**src/sv/sdp_pkg.sv**
```systemverilog
// shared types, constants and helpers for the sps dimension parser
package sdp_pkg;

   // defaults for the top level parameters
   localparam int GOLOMB_MAX_ZEROS_DEF   = 31;
   localparam int SCALING_FLAG_COUNT_DEF = 8;

   // result codes
   localparam logic [1:0] STATUS_OK        = 2'd0;
   localparam logic [1:0] STATUS_NOT_SPS   = 2'd1;
   localparam logic [1:0] STATUS_TRUNCATED = 2'd2;

   localparam logic [4:0]  NAL_TYPE_SPS  = 5'd7;
   localparam logic [7:0]  PROFILE_HIGH  = 8'd100;
   localparam logic [7:0]  PROFILE_HI10  = 8'd110;
   localparam logic [7:0]  PROFILE_HI422 = 8'd122;
   localparam logic [7:0]  PROFILE_HI444 = 8'd144;
   localparam logic [31:0] ASPECT_EXTENDED = 32'd255;

   // syntax elements in stream order
   typedef enum logic [5:0] {
      S_HDR, S_PROFILE, S_CONSTR, S_LEVEL, S_SPSID, S_CHROMA, S_SEPPLANE,
      S_DEPTHL, S_DEPTHC, S_BYPASS, S_MATRIX, S_SCALING, S_FRAMENUM,
      S_POCTYPE, S_POCLSB, S_DELTAFLAG, S_OFFNONREF, S_OFFTB, S_CYCLE,
      S_REFOFF, S_NUMREF, S_GAPS, S_WIDTH, S_HEIGHT, S_FRAMEONLY, S_MBAFF,
      S_DIRECT, S_CROPFLAG, S_CL, S_CR, S_CT, S_CB, S_VUI, S_ARFLAG,
      S_ARIDC, S_SAR, S_OVFLAG, S_OVAPP, S_VSTFLAG, S_VSTBITS, S_COLOUR,
      S_CLOCFLAG, S_CLOCT, S_CLOCB, S_TIMFLAG, S_TICKS, S_SCALE, S_DONE
   } step_type;

   typedef enum logic [1:0] {
      PH_ZEROS, PH_SUFFIX, PH_FIXED
   } phase_type;

   typedef enum logic [2:0] {
      C_IDLE, C_SHIFT, C_CALC, C_DIV, C_LOAD
   } ctrl_type;

   // everything the walker has gathered for the final report
   typedef struct packed {
      logic [1:0]  status;
      logic        done;
      logic [15:0] width_mbs;
      logic [15:0] height_units;
      logic        frame_only;
      logic [1:0]  chroma;
      logic [16:0] crop_h;
      logic [16:0] crop_v;
      logic [31:0] tick_units;
      logic [31:0] tick_scale;
   } walk_type;

   // fixed field length of a step, zero for an exp-golomb code
   function automatic logic [5:0] step_bits(step_type s, logic [5:0] scal);
      logic [5:0] r;
      r = 6'd0;
      case (s)
         S_HDR, S_PROFILE, S_CONSTR, S_LEVEL, S_ARIDC: r = 6'd8;
         S_SEPPLANE, S_BYPASS, S_MATRIX, S_DELTAFLAG, S_GAPS, S_FRAMEONLY,
         S_MBAFF, S_DIRECT, S_CROPFLAG, S_VUI, S_ARFLAG, S_OVFLAG, S_OVAPP,
         S_VSTFLAG, S_CLOCFLAG, S_TIMFLAG: r = 6'd1;
         S_SCALING: r = scal;
         S_VSTBITS: r = 6'd5;
         S_COLOUR: r = 6'd24;
         S_SAR, S_TICKS, S_SCALE: r = 6'd32;
         default: r = 6'd0;
      endcase
      return r;
   endfunction

endpackage

```
**src/sv/sdp_walker.sv**
```systemverilog
// bit-serial syntax walker over the sps fields
module sdp_walker import sdp_pkg::*; #(
   parameter int GOLOMB_MAX_ZEROS   = GOLOMB_MAX_ZEROS_DEF,
   parameter int SCALING_FLAG_COUNT = SCALING_FLAG_COUNT_DEF
) (
   input  logic     clock,
   input  logic     reset,
   input  logic     clear,
   input  logic     bit_valid,
   input  logic     bit_value,
   output walk_type walk
);

   step_type    step_ff, step_in;
   phase_type   phase_ff, phase_in;
   logic [5:0]  left_ff, left_in;
   logic [4:0]  zc_ff, zc_in;
   logic [31:0] acc_ff, acc_in;
   logic [7:0]  profile_ff, profile_in;
   logic [1:0]  chroma_ff, chroma_in;
   logic [7:0]  cycle_ff, cycle_in;
   logic [15:0] wmb_ff, wmb_in;
   logic [15:0] hu_ff, hu_in;
   logic        fo_ff, fo_in;
   logic [16:0] ch_ff, ch_in;
   logic [16:0] cv_ff, cv_in;
   logic [31:0] ticks_ff, ticks_in;
   logic [31:0] scale_ff, scale_in;
   logic [1:0]  status_ff, status_in;

   // next state of the walker for one incoming bit
   always_comb begin
      logic        fin;
      logic [31:0] v;
      logic [32:0] sum;
      logic        high;
      step_type    n;
      step_in   = step_ff;
      phase_in  = phase_ff;
      left_in   = left_ff;
      zc_in     = zc_ff;
      acc_in    = acc_ff;
      profile_in = profile_ff;
      chroma_in = chroma_ff;
      cycle_in  = cycle_ff;
      wmb_in    = wmb_ff;
      hu_in     = hu_ff;
      fo_in     = fo_ff;
      ch_in     = ch_ff;
      cv_in     = cv_ff;
      ticks_in  = ticks_ff;
      scale_in  = scale_ff;
      status_in = status_ff;
      fin  = 1'b0;
      v    = '0;
      sum  = '0;
      n    = step_ff;
      high = (profile_ff == PROFILE_HIGH) || (profile_ff == PROFILE_HI10) ||
             (profile_ff == PROFILE_HI422) || (profile_ff == PROFILE_HI444);
      if (clear) begin
         step_in    = S_HDR;
         phase_in   = PH_FIXED;
         left_in    = 6'd8;
         zc_in      = '0;
         acc_in     = '0;
         profile_in = '0;
         chroma_in  = 2'd1;
         cycle_in   = '0;
         wmb_in     = '0;
         hu_in      = '0;
         fo_in      = 1'b0;
         ch_in      = '0;
         cv_in      = '0;
         ticks_in   = '0;
         scale_in   = '0;
         status_in  = STATUS_TRUNCATED;
      end else if (bit_valid && step_ff != S_DONE) begin
         // bit collection
         case (phase_ff)
            PH_FIXED: begin
               acc_in  = {acc_ff[30:0], bit_value};
               left_in = left_ff - 6'd1;
               if (left_in == 6'd0) begin
                  fin = 1'b1;
                  v   = acc_in;
               end
            end
            PH_ZEROS: begin
               if (!bit_value) begin
                  if (zc_ff < 5'(GOLOMB_MAX_ZEROS)) zc_in = zc_ff + 5'd1;
               end else if (zc_ff == 5'd0) begin
                  fin = 1'b1;
               end else begin
                  phase_in = PH_SUFFIX;
                  left_in  = {1'b0, zc_ff};
                  acc_in   = '0;
               end
            end
            PH_SUFFIX: begin
               acc_in  = {acc_ff[30:0], bit_value};
               left_in = left_ff - 6'd1;
               if (left_in == 6'd0) begin
                  fin = 1'b1;
                  v   = ((32'd1 << zc_ff) - 32'd1) + acc_in;
               end
            end
            default: phase_in = PH_ZEROS;
         endcase
         // field complete: act on it and pick the next element
         if (fin) begin
            n = step_type'(step_ff + 6'd1);
            case (step_ff)
               S_HDR: begin
                  if (v[4:0] != NAL_TYPE_SPS) begin
                     status_in = STATUS_NOT_SPS;
                     n = S_DONE;
                  end
               end
               S_PROFILE: profile_in = v[7:0];
               S_SPSID: n = high ? S_CHROMA : S_FRAMENUM;
               S_CHROMA: begin
                  chroma_in = (v > 32'd3) ? 2'd3 : v[1:0];
                  n = (chroma_in == 2'd3) ? S_SEPPLANE : S_DEPTHL;
               end
               S_MATRIX: n = (v != 0) ? S_SCALING : S_FRAMENUM;
               S_SCALING: n = S_FRAMENUM;
               S_POCTYPE: begin
                  if (v == 32'd0) n = S_POCLSB;
                  else if (v == 32'd1) n = S_DELTAFLAG;
                  else n = S_NUMREF;
               end
               S_POCLSB: n = S_NUMREF;
               S_CYCLE: begin
                  cycle_in = (v > 32'd255) ? 8'd255 : v[7:0];
                  n = (cycle_in != 0) ? S_REFOFF : S_NUMREF;
               end
               S_REFOFF: begin
                  if (cycle_ff != 0) cycle_in = cycle_ff - 8'd1;
                  n = (cycle_in != 0) ? S_REFOFF : S_NUMREF;
               end
               S_WIDTH: wmb_in = (v >= 32'd65535) ? 16'hFFFF : v[15:0] + 16'd1;
               S_HEIGHT: hu_in = (v >= 32'd65535) ? 16'hFFFF : v[15:0] + 16'd1;
               S_FRAMEONLY: begin
                  fo_in = v[0];
                  n = v[0] ? S_DIRECT : S_MBAFF;
               end
               S_CROPFLAG: n = (v != 0) ? S_CL : S_VUI;
               S_CL, S_CR: begin
                  sum   = {16'd0, ch_ff} + {1'b0, v};
                  ch_in = (sum > 33'd131071) ? 17'h1FFFF : sum[16:0];
               end
               S_CT, S_CB: begin
                  sum   = {16'd0, cv_ff} + {1'b0, v};
                  cv_in = (sum > 33'd131071) ? 17'h1FFFF : sum[16:0];
               end
               S_VUI: n = (v != 0) ? S_ARFLAG : S_DONE;
               S_ARFLAG: n = (v != 0) ? S_ARIDC : S_OVFLAG;
               S_ARIDC: n = (v == ASPECT_EXTENDED) ? S_SAR : S_OVFLAG;
               S_SAR: n = S_OVFLAG;
               S_OVFLAG: n = (v != 0) ? S_OVAPP : S_VSTFLAG;
               S_VSTFLAG: n = (v != 0) ? S_VSTBITS : S_CLOCFLAG;
               S_VSTBITS: n = v[0] ? S_COLOUR : S_CLOCFLAG;
               S_CLOCFLAG: n = (v != 0) ? S_CLOCT : S_TIMFLAG;
               S_TIMFLAG: n = (v != 0) ? S_TICKS : S_DONE;
               S_TICKS: ticks_in = v;
               S_SCALE: begin
                  scale_in = v;
                  n = S_DONE;
               end
               default: n = step_type'(step_ff + 6'd1);
            endcase
            // open the next element
            step_in  = n;
            acc_in   = '0;
            zc_in    = '0;
            if (n == S_VUI) status_in = STATUS_OK;
            left_in  = step_bits(n, 6'(SCALING_FLAG_COUNT));
            phase_in = (left_in != 0) ? PH_FIXED : PH_ZEROS;
         end
      end
   end

   // state registers
   always_ff @(posedge clock) begin
      if (reset) begin
         step_ff    <= S_HDR;
         phase_ff   <= PH_FIXED;
         left_ff    <= 6'd8;
         zc_ff      <= '0;
         acc_ff     <= '0;
         profile_ff <= '0;
         chroma_ff  <= 2'd1;
         cycle_ff   <= '0;
         wmb_ff     <= '0;
         hu_ff      <= '0;
         fo_ff      <= 1'b0;
         ch_ff      <= '0;
         cv_ff      <= '0;
         ticks_ff   <= '0;
         scale_ff   <= '0;
         status_ff  <= STATUS_TRUNCATED;
      end else begin
         step_ff    <= step_in;
         phase_ff   <= phase_in;
         left_ff    <= left_in;
         zc_ff      <= zc_in;
         acc_ff     <= acc_in;
         profile_ff <= profile_in;
         chroma_ff  <= chroma_in;
         cycle_ff   <= cycle_in;
         wmb_ff     <= wmb_in;
         hu_ff      <= hu_in;
         fo_ff      <= fo_in;
         ch_ff      <= ch_in;
         cv_ff      <= cv_in;
         ticks_ff   <= ticks_in;
         scale_ff   <= scale_in;
         status_ff  <= status_in;
      end
   end

   // gathered values
   always_comb begin
      walk.status       = status_ff;
      walk.done         = (step_ff == S_DONE);
      walk.width_mbs    = wmb_ff;
      walk.height_units = hu_ff;
      walk.frame_only   = fo_ff;
      walk.chroma       = chroma_ff;
      walk.crop_h       = ch_ff;
      walk.crop_v       = cv_ff;
      walk.tick_units   = ticks_ff;
      walk.tick_scale   = scale_ff;
   end

endmodule

```
**src/sv/sdp_divider.sv**
```systemverilog
// restoring divider, one quotient bit per cycle, for the frame rate
module sdp_divider import sdp_pkg::*; (
   input  logic        clock,
   input  logic        reset,
   input  logic        start,
   input  logic [31:0] dividend,
   input  logic [32:0] divisor,
   output logic        done,
   output logic [30:0] quotient
);

   logic [32:0] rem_ff, rem_in;
   logic [31:0] dq_ff, dq_in;
   logic [32:0] dsr_ff, dsr_in;
   logic [5:0]  cnt_ff, cnt_in;
   logic        busy_ff, busy_in;
   logic        done_ff, done_in;

   // one shift-subtract step
   always_comb begin
      logic [33:0] trial;
      rem_in  = rem_ff;
      dq_in   = dq_ff;
      dsr_in  = dsr_ff;
      cnt_in  = cnt_ff;
      busy_in = busy_ff;
      done_in = done_ff;
      trial   = {rem_ff, dq_ff[31]};
      if (start) begin
         rem_in  = '0;
         dq_in   = dividend;
         dsr_in  = divisor;
         cnt_in  = '0;
         busy_in = 1'b1;
         done_in = 1'b0;
      end else if (busy_ff) begin
         if (trial >= {1'b0, dsr_ff}) begin
            rem_in = 33'(trial - {1'b0, dsr_ff});
            dq_in  = {dq_ff[30:0], 1'b1};
         end else begin
            rem_in = trial[32:0];
            dq_in  = {dq_ff[30:0], 1'b0};
         end
         cnt_in = cnt_ff + 6'd1;
         if (cnt_ff == 6'd31) begin
            busy_in = 1'b0;
            done_in = 1'b1;
         end
      end
   end

   always_ff @(posedge clock) begin
      if (reset) begin
         busy_ff <= 1'b0;
         done_ff <= 1'b0;
         cnt_ff  <= '0;
      end else begin
         busy_ff <= busy_in;
         done_ff <= done_in;
         cnt_ff  <= cnt_in;
      end
      rem_ff <= rem_in;
      dq_ff  <= dq_in;
      dsr_ff <= dsr_in;
   end

   assign done     = done_ff;
   assign quotient = dq_ff[30:0];

endmodule

```
**src/sv/h264_sps_dimension_parser.sv**
```systemverilog
// top level: byte intake, bit sequencer, result build and output register
//
//  channel | direction | ports                                  | handshake
//  req     | in        | req_data_byte, req_last_byte          | req_valid / req_stall
//  rsp     | out       | rsp_status, rsp_width, rsp_height,    | rsp_valid / rsp_stall
//          |           | rsp_fps                                |
//
// each byte is taken in and then shifted into the walker, one bit of the shift register per
// cycle; after the last byte of a unit the 32-step serial divider computes fps, then the
// result is built.
// after reset the block is ready at once; the walker restarts after every report.
// a stalled result waits in the output register while the next unit is taken in,
// only the next report waits for it.
module h264_sps_dimension_parser import sdp_pkg::*; #(
   parameter int GOLOMB_MAX_ZEROS   = GOLOMB_MAX_ZEROS_DEF,
   parameter int SCALING_FLAG_COUNT = SCALING_FLAG_COUNT_DEF
) (
   input  logic        clock,
   input  logic        reset,
   input  logic        req_valid,
   output logic        req_stall,
   input  logic [7:0]  req_data_byte,
   input  logic        req_last_byte,
   output logic        rsp_valid,
   input  logic        rsp_stall,
   output logic [1:0]  rsp_status,
   output logic [15:0] rsp_width,
   output logic [15:0] rsp_height,
   output logic [30:0] rsp_fps
);

   ctrl_type    state_ff, state_in;
   logic [7:0]  byte_ff, byte_in;
   logic        last_ff, last_in;
   logic [2:0]  cnt_ff, cnt_in;
   logic        vld_ff, vld_in;
   logic [1:0]  status_ff, status_in;
   logic [15:0] width_ff, width_in;
   logic [15:0] height_ff, height_in;
   logic [30:0] fps_ff, fps_in;

   logic        bit_valid;
   logic        clear;
   logic        div_start;
   logic        div_done;
   logic [30:0] div_q;
   walk_type    walk;

   sdp_walker #(
      .GOLOMB_MAX_ZEROS  (GOLOMB_MAX_ZEROS),
      .SCALING_FLAG_COUNT(SCALING_FLAG_COUNT)
   ) u_walker (
      .clock    (clock),
      .reset    (reset),
      .clear    (clear),
      .bit_valid(bit_valid),
      .bit_value(byte_ff[7]),
      .walk     (walk)
   );

   sdp_divider u_divider (
      .clock   (clock),
      .reset   (reset),
      .start   (div_start),
      .dividend(walk.tick_scale),
      .divisor ({walk.tick_units, 1'b0}),
      .done    (div_done),
      .quotient(div_q)
   );

   logic out_free;
   assign out_free = !vld_ff || !rsp_stall;

   // next state
   always_comb begin
      state_in = state_ff;
      case (state_ff)
         C_IDLE:  if (req_valid) state_in = C_SHIFT;
         C_SHIFT: if (cnt_ff == 3'd7) state_in = last_ff ? C_CALC : C_IDLE;
         C_CALC:  state_in = C_DIV;
         C_DIV:   if (div_done) state_in = C_LOAD;
         C_LOAD:  if (out_free) state_in = C_IDLE;
         default: state_in = C_IDLE;
      endcase
   end

   // sequencer outputs
   always_comb begin
      req_stall = (state_ff != C_IDLE);
      bit_valid = (state_ff == C_SHIFT);
      div_start = (state_ff == C_CALC);
      clear     = (state_ff == C_LOAD) && out_free;
   end

   // byte shift register
   always_comb begin
      byte_in = byte_ff;
      last_in = last_ff;
      cnt_in  = cnt_ff;
      if (state_ff == C_IDLE && req_valid) begin
         byte_in = req_data_byte;
         last_in = req_last_byte;
         cnt_in  = '0;
      end else if (state_ff == C_SHIFT) begin
         byte_in = {byte_ff[6:0], 1'b0};
         cnt_in  = cnt_ff + 3'd1;
      end
   end

   // cropped dimensions and the output register
   always_comb begin
      logic [20:0] wpos, wneg, hpos, hneg, wd, hd;
      wpos = {1'b0, walk.width_mbs, 4'd0};
      wneg = (walk.chroma == 2'd1 || walk.chroma == 2'd2) ?
             {3'd0, walk.crop_h, 1'b0} : {4'd0, walk.crop_h};
      hpos = walk.frame_only ? {1'b0, walk.height_units, 4'd0} :
                               {walk.height_units, 5'd0};
      case ({walk.chroma == 2'd1, walk.frame_only})
         2'b11:   hneg = {3'd0, walk.crop_v, 1'b0};
         2'b10:   hneg = {2'd0, walk.crop_v, 2'b0};
         2'b01:   hneg = {4'd0, walk.crop_v};
         default: hneg = {3'd0, walk.crop_v, 1'b0};
      endcase
      wd = wpos - wneg;
      hd = hpos - hneg;
      vld_in    = vld_ff;
      status_in = status_ff;
      width_in  = width_ff;
      height_in = height_ff;
      fps_in    = fps_ff;
      if (vld_ff && !rsp_stall) vld_in = 1'b0;
      if (state_ff == C_LOAD && out_free) begin
         vld_in    = 1'b1;
         status_in = walk.status;
         width_in  = '0;
         height_in = '0;
         fps_in    = '0;
         if (walk.status == STATUS_OK) begin
            if (wneg > wpos) width_in = '0;
            else if (wd > 21'd65535) width_in = 16'hFFFF;
            else width_in = wd[15:0];
            if (hneg > hpos) height_in = '0;
            else if (hd > 21'd65535) height_in = 16'hFFFF;
            else height_in = hd[15:0];
            if (walk.done && walk.tick_units != 0) fps_in = div_q;
         end
      end
   end

   always_ff @(posedge clock) begin
      if (reset) begin
         state_ff <= C_IDLE;
         vld_ff   <= 1'b0;
         cnt_ff   <= '0;
      end else begin
         state_ff <= state_in;
         vld_ff   <= vld_in;
         cnt_ff   <= cnt_in;
      end
      byte_ff   <= byte_in;
      last_ff   <= last_in;
      status_ff <= status_in;
      width_ff  <= width_in;
      height_ff <= height_in;
      fps_ff    <= fps_in;
   end

   assign rsp_valid  = vld_ff;
   assign rsp_status = status_ff;
   assign rsp_width  = width_ff;
   assign rsp_height = height_ff;
   assign rsp_fps    = fps_ff;

endmodule

```
**config.mk**
```make
export PLATFORM = sky130hd
export DESIGN_NAME = h264_sps_dimension_parser
export DESIGN_NICKNAME = d
export VERILOG_FILES = /design/src/sv/sdp_pkg.sv /design/src/sv/sdp_walker.sv /design/src/sv/sdp_divider.sv /design/src/sv/h264_sps_dimension_parser.sv
export SDC_FILE = /design/constraint.sdc
export NUM_CORES = 1
export LEC_CHECK = 0
export ABC_AREA = 1
export BUFFER_PORTS_ARGS = -buffer_cell sky130_fd_sc_hd__buf_2
export CORE_MARGIN = 8
export CORE_UTILIZATION = 69
export CTS_CLUSTER_SIZE = 28
export DETAILED_ROUTE_END_ITERATION = 16
export PLACE_DENSITY = 0.87
export SETUP_SLACK_MARGIN = 0.05
export SLEW_MARGIN = 20
export SYNTH_ARGS = -nofsm -noshare
export SYNTH_HDL_FRONTEND = slang
export SYNTH_SLANG_ARGS = --single-unit
```
**constraint.sdc**
```tcl
create_clock -name clock -period 11.9 [get_ports clock]
set_input_delay 3.57 -clock clock [delete_from_list [all_inputs] [get_ports clock]]
set_output_delay 3.57 -clock clock [all_outputs]
set_load 0.1 [all_outputs]
```
### Word-level counts from Yosys, hierarchy flattened

Memories as Yosys holds them, arrays and structs flattened.
Cells that the tools add are included.

* register bits after elaboration: 387
* latch bits: 0
* RAM bits: 0
* bits in read-only memories: 320
* input bits: 13
* output and inout port bits: 67
* logic and storage cells: 268
* memories kept: 1

Memory list
* (no name shown): depth 64, width 5, rd ports 1, clocked after memory_dff 0, wr ports 0, RTL line sdp_pkg.sv:57 `case (s)`

* $add $sub $neg: 14
* multipliers: 0
* divide/modulo/power cells: 0
* $lt $le $gt $ge: 11
* equality and inequality tests: 59
* shifts and indexed selects: 1
* mux-type cells: 89
* bitwise logic cells: 1
* reductions and logical operators: 61

Operator list (count)
* $mux W32: 6
* $pmux W6 S21: 1
* $mux W31: 3
* $eq A6 B6 Y1 const B: 13
* $mux W6: 12
* $add A17 B32 Y33: 2
* $eq A6 B5 Y1 const B: 11
* $gt A33 B17 Y1 const B: 2
* $mux W8: 8
* $pmux W32 S2: 1
* $reduce_bool A32 Y1: 2
* $pmux W31 S2: 1
* $mux W16: 3
* $gt A21 B16 Y1 const B: 2
* $pmux W19 S2: 1
* $ge A34 B33 Y1: 1
* $mux W17: 2
* $mux W33: 1
* $sub A33 B33 Y33: 1
* $add A32 B32 Y32: 1
* $eq A32 B1 Y1 const B: 1
* $eq A32 B8 Y1 const B: 1
* $ge A32 B16 Y1 const B: 1
* $gt A32 B2 Y1 const B: 1
* other kinds (59): 158

### Longest topological paths before layout

An unclocked memory read counts as a cell.

* depth after elaboration: 22
* gate-level depth with buffers: 45
* gate-level depth less buffers: 45

### By module

Synthesis repeated with hierarchy kept, for this count alone.

* cell total of the unflattened synthesis: 4525
* area, all modules: 29787.3 um^2

By module, submodules not included
* sdp_walker: times used 1, cells an instance 2481, area an instance 15635.0 um^2, seq. area each 4023.9 um^2
* sdp_divider: times used 1, cells an instance 1060, area an instance 7329.5 um^2, seq. area each 2772.7 um^2
* h264_sps_dimension_parser: times used 1, cells an instance 984, area an instance 6822.8 um^2, seq. area each 2362.3 um^2

### Worst setup path before layout

No wires, ideal clock.

* kind: input to register
* from: input rsp_stall
* to: register fps_ff[0] (netlist: rsp_fps[0]), enable pin
* library setup time: 0.419 ns
* arrival time: 5.019 ns
* required time: 11.481 ns
* setup slack: 6.462 ns
* stages: 3
* buffers on the path: 0
* path through: nand2_1 nand2_1 inv_1

* word-level cells in the longest chain between the ends: 3

RTL lines
* from (decl): RTL line h264_sps_dimension_parser.sv:25 `input logic rsp_stall,`
* $logic_not A1 Y1: RTL line h264_sps_dimension_parser.sv:72 `assign out_free = !vld_ff || !rsp_stall;`
* $logic_or A1 B1 Y1: RTL line h264_sps_dimension_parser.sv:72
* $logic_and A1 B1 Y1
* net clear: RTL line h264_sps_dimension_parser.sv:43 `logic clear;`
* to (signal assigned): RTL line h264_sps_dimension_parser.sv:165 `fps_ff <= fps_in;`
* to (decl): RTL line h264_sps_dimension_parser.sv:40 `logic [30:0] fps_ff, fps_in;`

The timed path passes the listed nets, and every way through them passes these cells.
A chain may end at the register's enable or synchronous reset.

### Final worst setup path

* from: register u_walker.zc_ff[1]
* to: register u_walker.cv_ff[10]

* word-level cells in the longest chain between the ends: 10
* elaborated cells on any way between the ends: 17
* classes of those cells: add/sub: 3; order compare: 1; shift: 1; mux: 10; reduce/logical: 2

RTL lines
* from (decl): RTL line sdp_walker.sv:17 `logic [4:0] zc_ff, zc_in;`
* from (signal assigned): RTL line sdp_walker.sv:206 `zc_ff <= zc_in;`
* $shl A1 B5 Y32: RTL line sdp_walker.sv:104 `v = ((32'd1 << zc_ff) - 32'd1) + acc_in;`
* $sub A32 B1 Y32: RTL line sdp_walker.sv:104
* $add A32 B32 Y32: RTL line sdp_walker.sv:104
* $mux W32: RTL line sdp_walker.sv:102 `if (left_in == 6'd0) begin`
* $pmux W32 S2: RTL line sdp_walker.sv:79 `case (phase_ff)`
* $mux W32: RTL line sdp_walker.sv:77 `end else if (bit_valid && step_ff != S_DONE) begin`
* $mux W32: RTL line sdp_walker.sv:60 `if (clear) begin`
* $add A17 B32 Y33: RTL line sdp_walker.sv:153 `sum = {16'd0, cv_ff} + {1'b0, v};`
* $gt A33 B17 Y1: RTL line sdp_walker.sv:154 `cv_in = (sum > 33'd131071) ? 17'h1FFFF : sum[16:0];`
* $mux W17: RTL line sdp_walker.sv:154
* to (signal assigned): RTL line sdp_walker.sv:215 `cv_ff <= cv_in;`
* to (decl): RTL line sdp_walker.sv:26 `logic [16:0] cv_ff, cv_in;`

Parallel ways exist; a longest one is shown, timed or not. The select of a mux whose other input is x is not followed.

==> results.py <==
metrics = {
    "cells_and_area": {
        "fin_nets": 4048,
        "layout_commonest_cell": "nand2_1",
        "drive_gt1_frac": 0.0674,
        "synthToLayoutAreaGrowth_pct": 8.33,
        "final_cell_mix": "nand2_1, inv_1, a21oi_1, nor2_1, o21ai_0",
    },
    "cts": {
        "insertion_delay_ns": 0.59,
        "clockBufferDepth": 3,
        "root_buffer": "clkbuf_16",
        "cts_buffers": 42,
        "clk_pin_slew_ns": 0.06,
        "cts-hold-fix-buffers": 0,
        "cts_tree": "done",
        "post_cts_resized": 0,
        "cts_setup_buffers": 0,
        "h-tree-depth": 2,
        "cts.sinks": 387,
    },
    "worst_setup_path": {
        "cp-start-kind": "register",
        "critPathMaxStageDelay_ns": 0.58,
        "end_kind": "register",
        "r2r_cells": 36,
        "crit_arrival_ns": 7.60,
        "required_ns": 12.39,
        "cpMaxStageDelayCell": "a21oi_2",
        "endpoint": "u_walker.cv_ff[10]",
        "cpMostUsedCell": "inv_1",
        "path_class": "reg2reg",
        "crit_fanout": 17,
        "rr_endpoint": "u_walker.cv_ff[10]",
        "r2r_start": "u_walker.zc_ff[1]",
        "reg2reg_slack_ns": 4.79,
        "crit_start": "u_walker.zc_ff[1]",
    },
    "timing": {
        "min_period_over_period": 0.598,
        "finalSetupViolCount": 0,
        "rsz0062_at_grt": "no",
        "setup_tns_ns": 0,
        "drv_slew": 0,
        "finalCriticalPeriod_ns": 7.11,
        "relSlewSlack": 0.279,
        "fmax_mhz": 141,
        "tightest_slew_ns": 1.08,
        "finClkSkew_ns": 0.0338,
        "final_hold_viol_count": 0,
        "setup_ws_ns": 4.79,
    },
    "logic_synthesis": {
        "synthDistinctLibCells": 65,
        "syn_nets": 4020,
        "yosysSeqAreaShare": 0.343,
        "ys_ff_latch": 387,
        "synth_edf_count": 138,
        "syn_area_um2": 26600,
        "ys.flop_type": "dfxtp_1",
        "syn_area_per_cell_um2": 6.99,
        "async_flop_share": 0,
        "syn-instance-count": 3811,
        "synth_warnings": 0,
    },
    "pwr": {
        "vdd_drop_max_uv": 148,
        "power_density_nw_per_um2": 172,
        "p_leak_nw": 13.7,
    },
    "floorplanning": {
        "die-area_um2": 45200,
        "ios": 80,
        "die_x_um": 212,
        "start_util": 0.694,
        "dieHeight_um": 212,
        "core_um2": 38400,
        "row_count": 72,
    },
    "place": {
        "routabilityCongestion": 1.03,
        "portBuffers": 79,
        "dp_hpwl_um": 57800,
        "dp_slack_ns": 5.07,
    },
    "run_status": {
        "status": "complete, no violations",
    },
    "routing": {
        "drtIter0Drc": 2804,
        "num_vias": 25800,
        "first_pass_iters": 6,
        "drcViolationCount": 0,
        "ant_nets": 0,
        "wl_per_cell_um": 17.8,
        "post_drt_via_cell_ratio": 5.88,
        "finalWirelength_um": 78200,
    },
    "global_route": {
        "gr-total-overflow": 0,
        "grtUsageTotal": 0.337,
        "grt_max_degree": 79,
        "grt_pass1_wl_um": 123000,
        "grt_pass1_vias": 23900,
        "antenna_found_initial": 0,
    },
    "hold_path": {
        "hp-class": "reg2reg",
    },
    "flow_run": {
        "maxCapViolCount": 0,
    },
}
## Yosys cell counts (9+ instances only)
master    number  area share
nand2_1      787        0.11
xnor2_1       32       0.011
inv_1        671       0.095
nand2_2       18      0.0042
edfxtp_1     138        0.16
clkbuf_1      96       0.014
o21a_1         9      0.0025
a211oi_1      35      0.0099
nand3_1      175       0.033
o21ai_1       27      0.0051
inv_2         13      0.0018
a21oi_1      367       0.069
ha_1         192       0.090
o21ai_0      287       0.054
o211ai_1      15      0.0042
nand4_1       40      0.0094
xor2_1        80       0.026
nand3b_1       9      0.0025
dfxtp_1      249        0.19
o221ai_1      16      0.0053
nor3_2         9      0.0034
nor3_1        48      0.0090
or2_2         20      0.0047
a32o_1        12      0.0045
nor2_1       302       0.043
nor4_1        23      0.0054
o21bai_1      12      0.0034
o22ai_1       29      0.0068
## cell type report
class / instances / area [µm²]
clock buffers: 56 / 1190
flip-flops and latches: 387 / 9130
diodes: 1 / 2.50
clock inverters: 21 / 285
multi-input cells: 2621 / 14500
inverters: 690 / 2590
fillers: 3021 / 9520
repair buffers: 97 / 531
well taps: 518 / 648
## cell families after synthesis
| kind of cell | Yosys count | synth area share |
|---|---|---|
| AND/OR/NAND/NOR | 1466 | 0.236 |
| AO/OA/AOI/OAI | 847 | 0.176 |
| buffers and inverters | 803 | 0.115 |
| flip-flops | 387 | 0.343 |
| adder cells (fa/ha/maj) | 196 | 0.0932 |
| XOR/XNOR | 112 | 0.0368 |
## worst min-delay path by stage
stage	from	endpoint	slack (ns)	cells past startpoint
floorplan	u_walker.ticks_ff[15]	u_divider.dsr_ff[16]	0.41	0
global placement	u_walker.ticks_ff[11]	u_divider.dsr_ff[12]	0.43	0
detailed placement	u_walker.ticks_ff[15]	u_divider.dsr_ff[16]	0.43	0
CTS	u_walker.ticks_ff[15]	u_divider.dsr_ff[16]	0.45	0
global route	u_walker.ticks_ff[15]	u_divider.dsr_ff[16]	0.46	0
finish	u_walker.ticks_ff[15]	u_divider.dsr_ff[16]	0.45	0
## flip-flops by register name (all words and copies together), names as in the netlist, 3 cells and up
signal and flops:
u_divider.rem_ff 33, u_divider.dq_ff 32, u_divider.dsr_ff 32, u_walker.scale_ff 32, u_walker.ticks_ff 32, rsp_fps 31
u_walker.acc_ff 31, u_walker.ch_ff 17, u_walker.cv_ff 17, rsp_height 16, rsp_width 16, u_walker.hu_ff 16
u_walker.wmb_ff 16, byte_ff 8, u_walker.cycle_ff 8, u_walker.profile_ff 8, u_divider.cnt_ff 6, u_walker.left_ff 6
u_walker.step_ff 6, u_walker.zc_ff 5, cnt_ff 3, state_ff 3
## stage by stage
step / cell area, µm² / util / cells / total power, mW / hold WS [ns]
floorplan: 26600 / - / 3811 / 2.93 / 0.408
global placement: 27400 / 0.713 / 4313 / 3.50 / 0.434
detailed placement: 27400 / 0.713 / 4313 / 3.52 / 0.427
CTS: 28800 / 0.752 / 4390 / 4.92 / 0.455
global route: 28900 / 0.752 / 4390 / 5.25 / 0.464
finish: 28900 / 0.752 / 4391 / 4.97 / 0.453
## critical path: cells and delay by family (launching register included)
kind	cells	cell delay (ns)
flip-flops	1	0.36
AO/OA/AOI/OAI	11	2.63
adder cells (fa/ha/maj)	5	1.54
AND/OR/NAND/NOR	12	1.57
buffers and inverters	8	0.93
## report_power, final
group	internal [mW]	switching [mW]
Combinational	0.622	1.40
Sequential	1.49	0.0700
Clock	0.822	0.564
Total	2.93	2.04
## layer usage
metal  up-vias  share of wire  track usage
met2      1241           0.45        0.541
met5         -              0            0
li1      12600              -            -
met3       204          0.091       0.0550
met4         0          0.038        0.145
met1     11800           0.42        0.447
No activity file was read; power rests on OpenSTA's default activity.
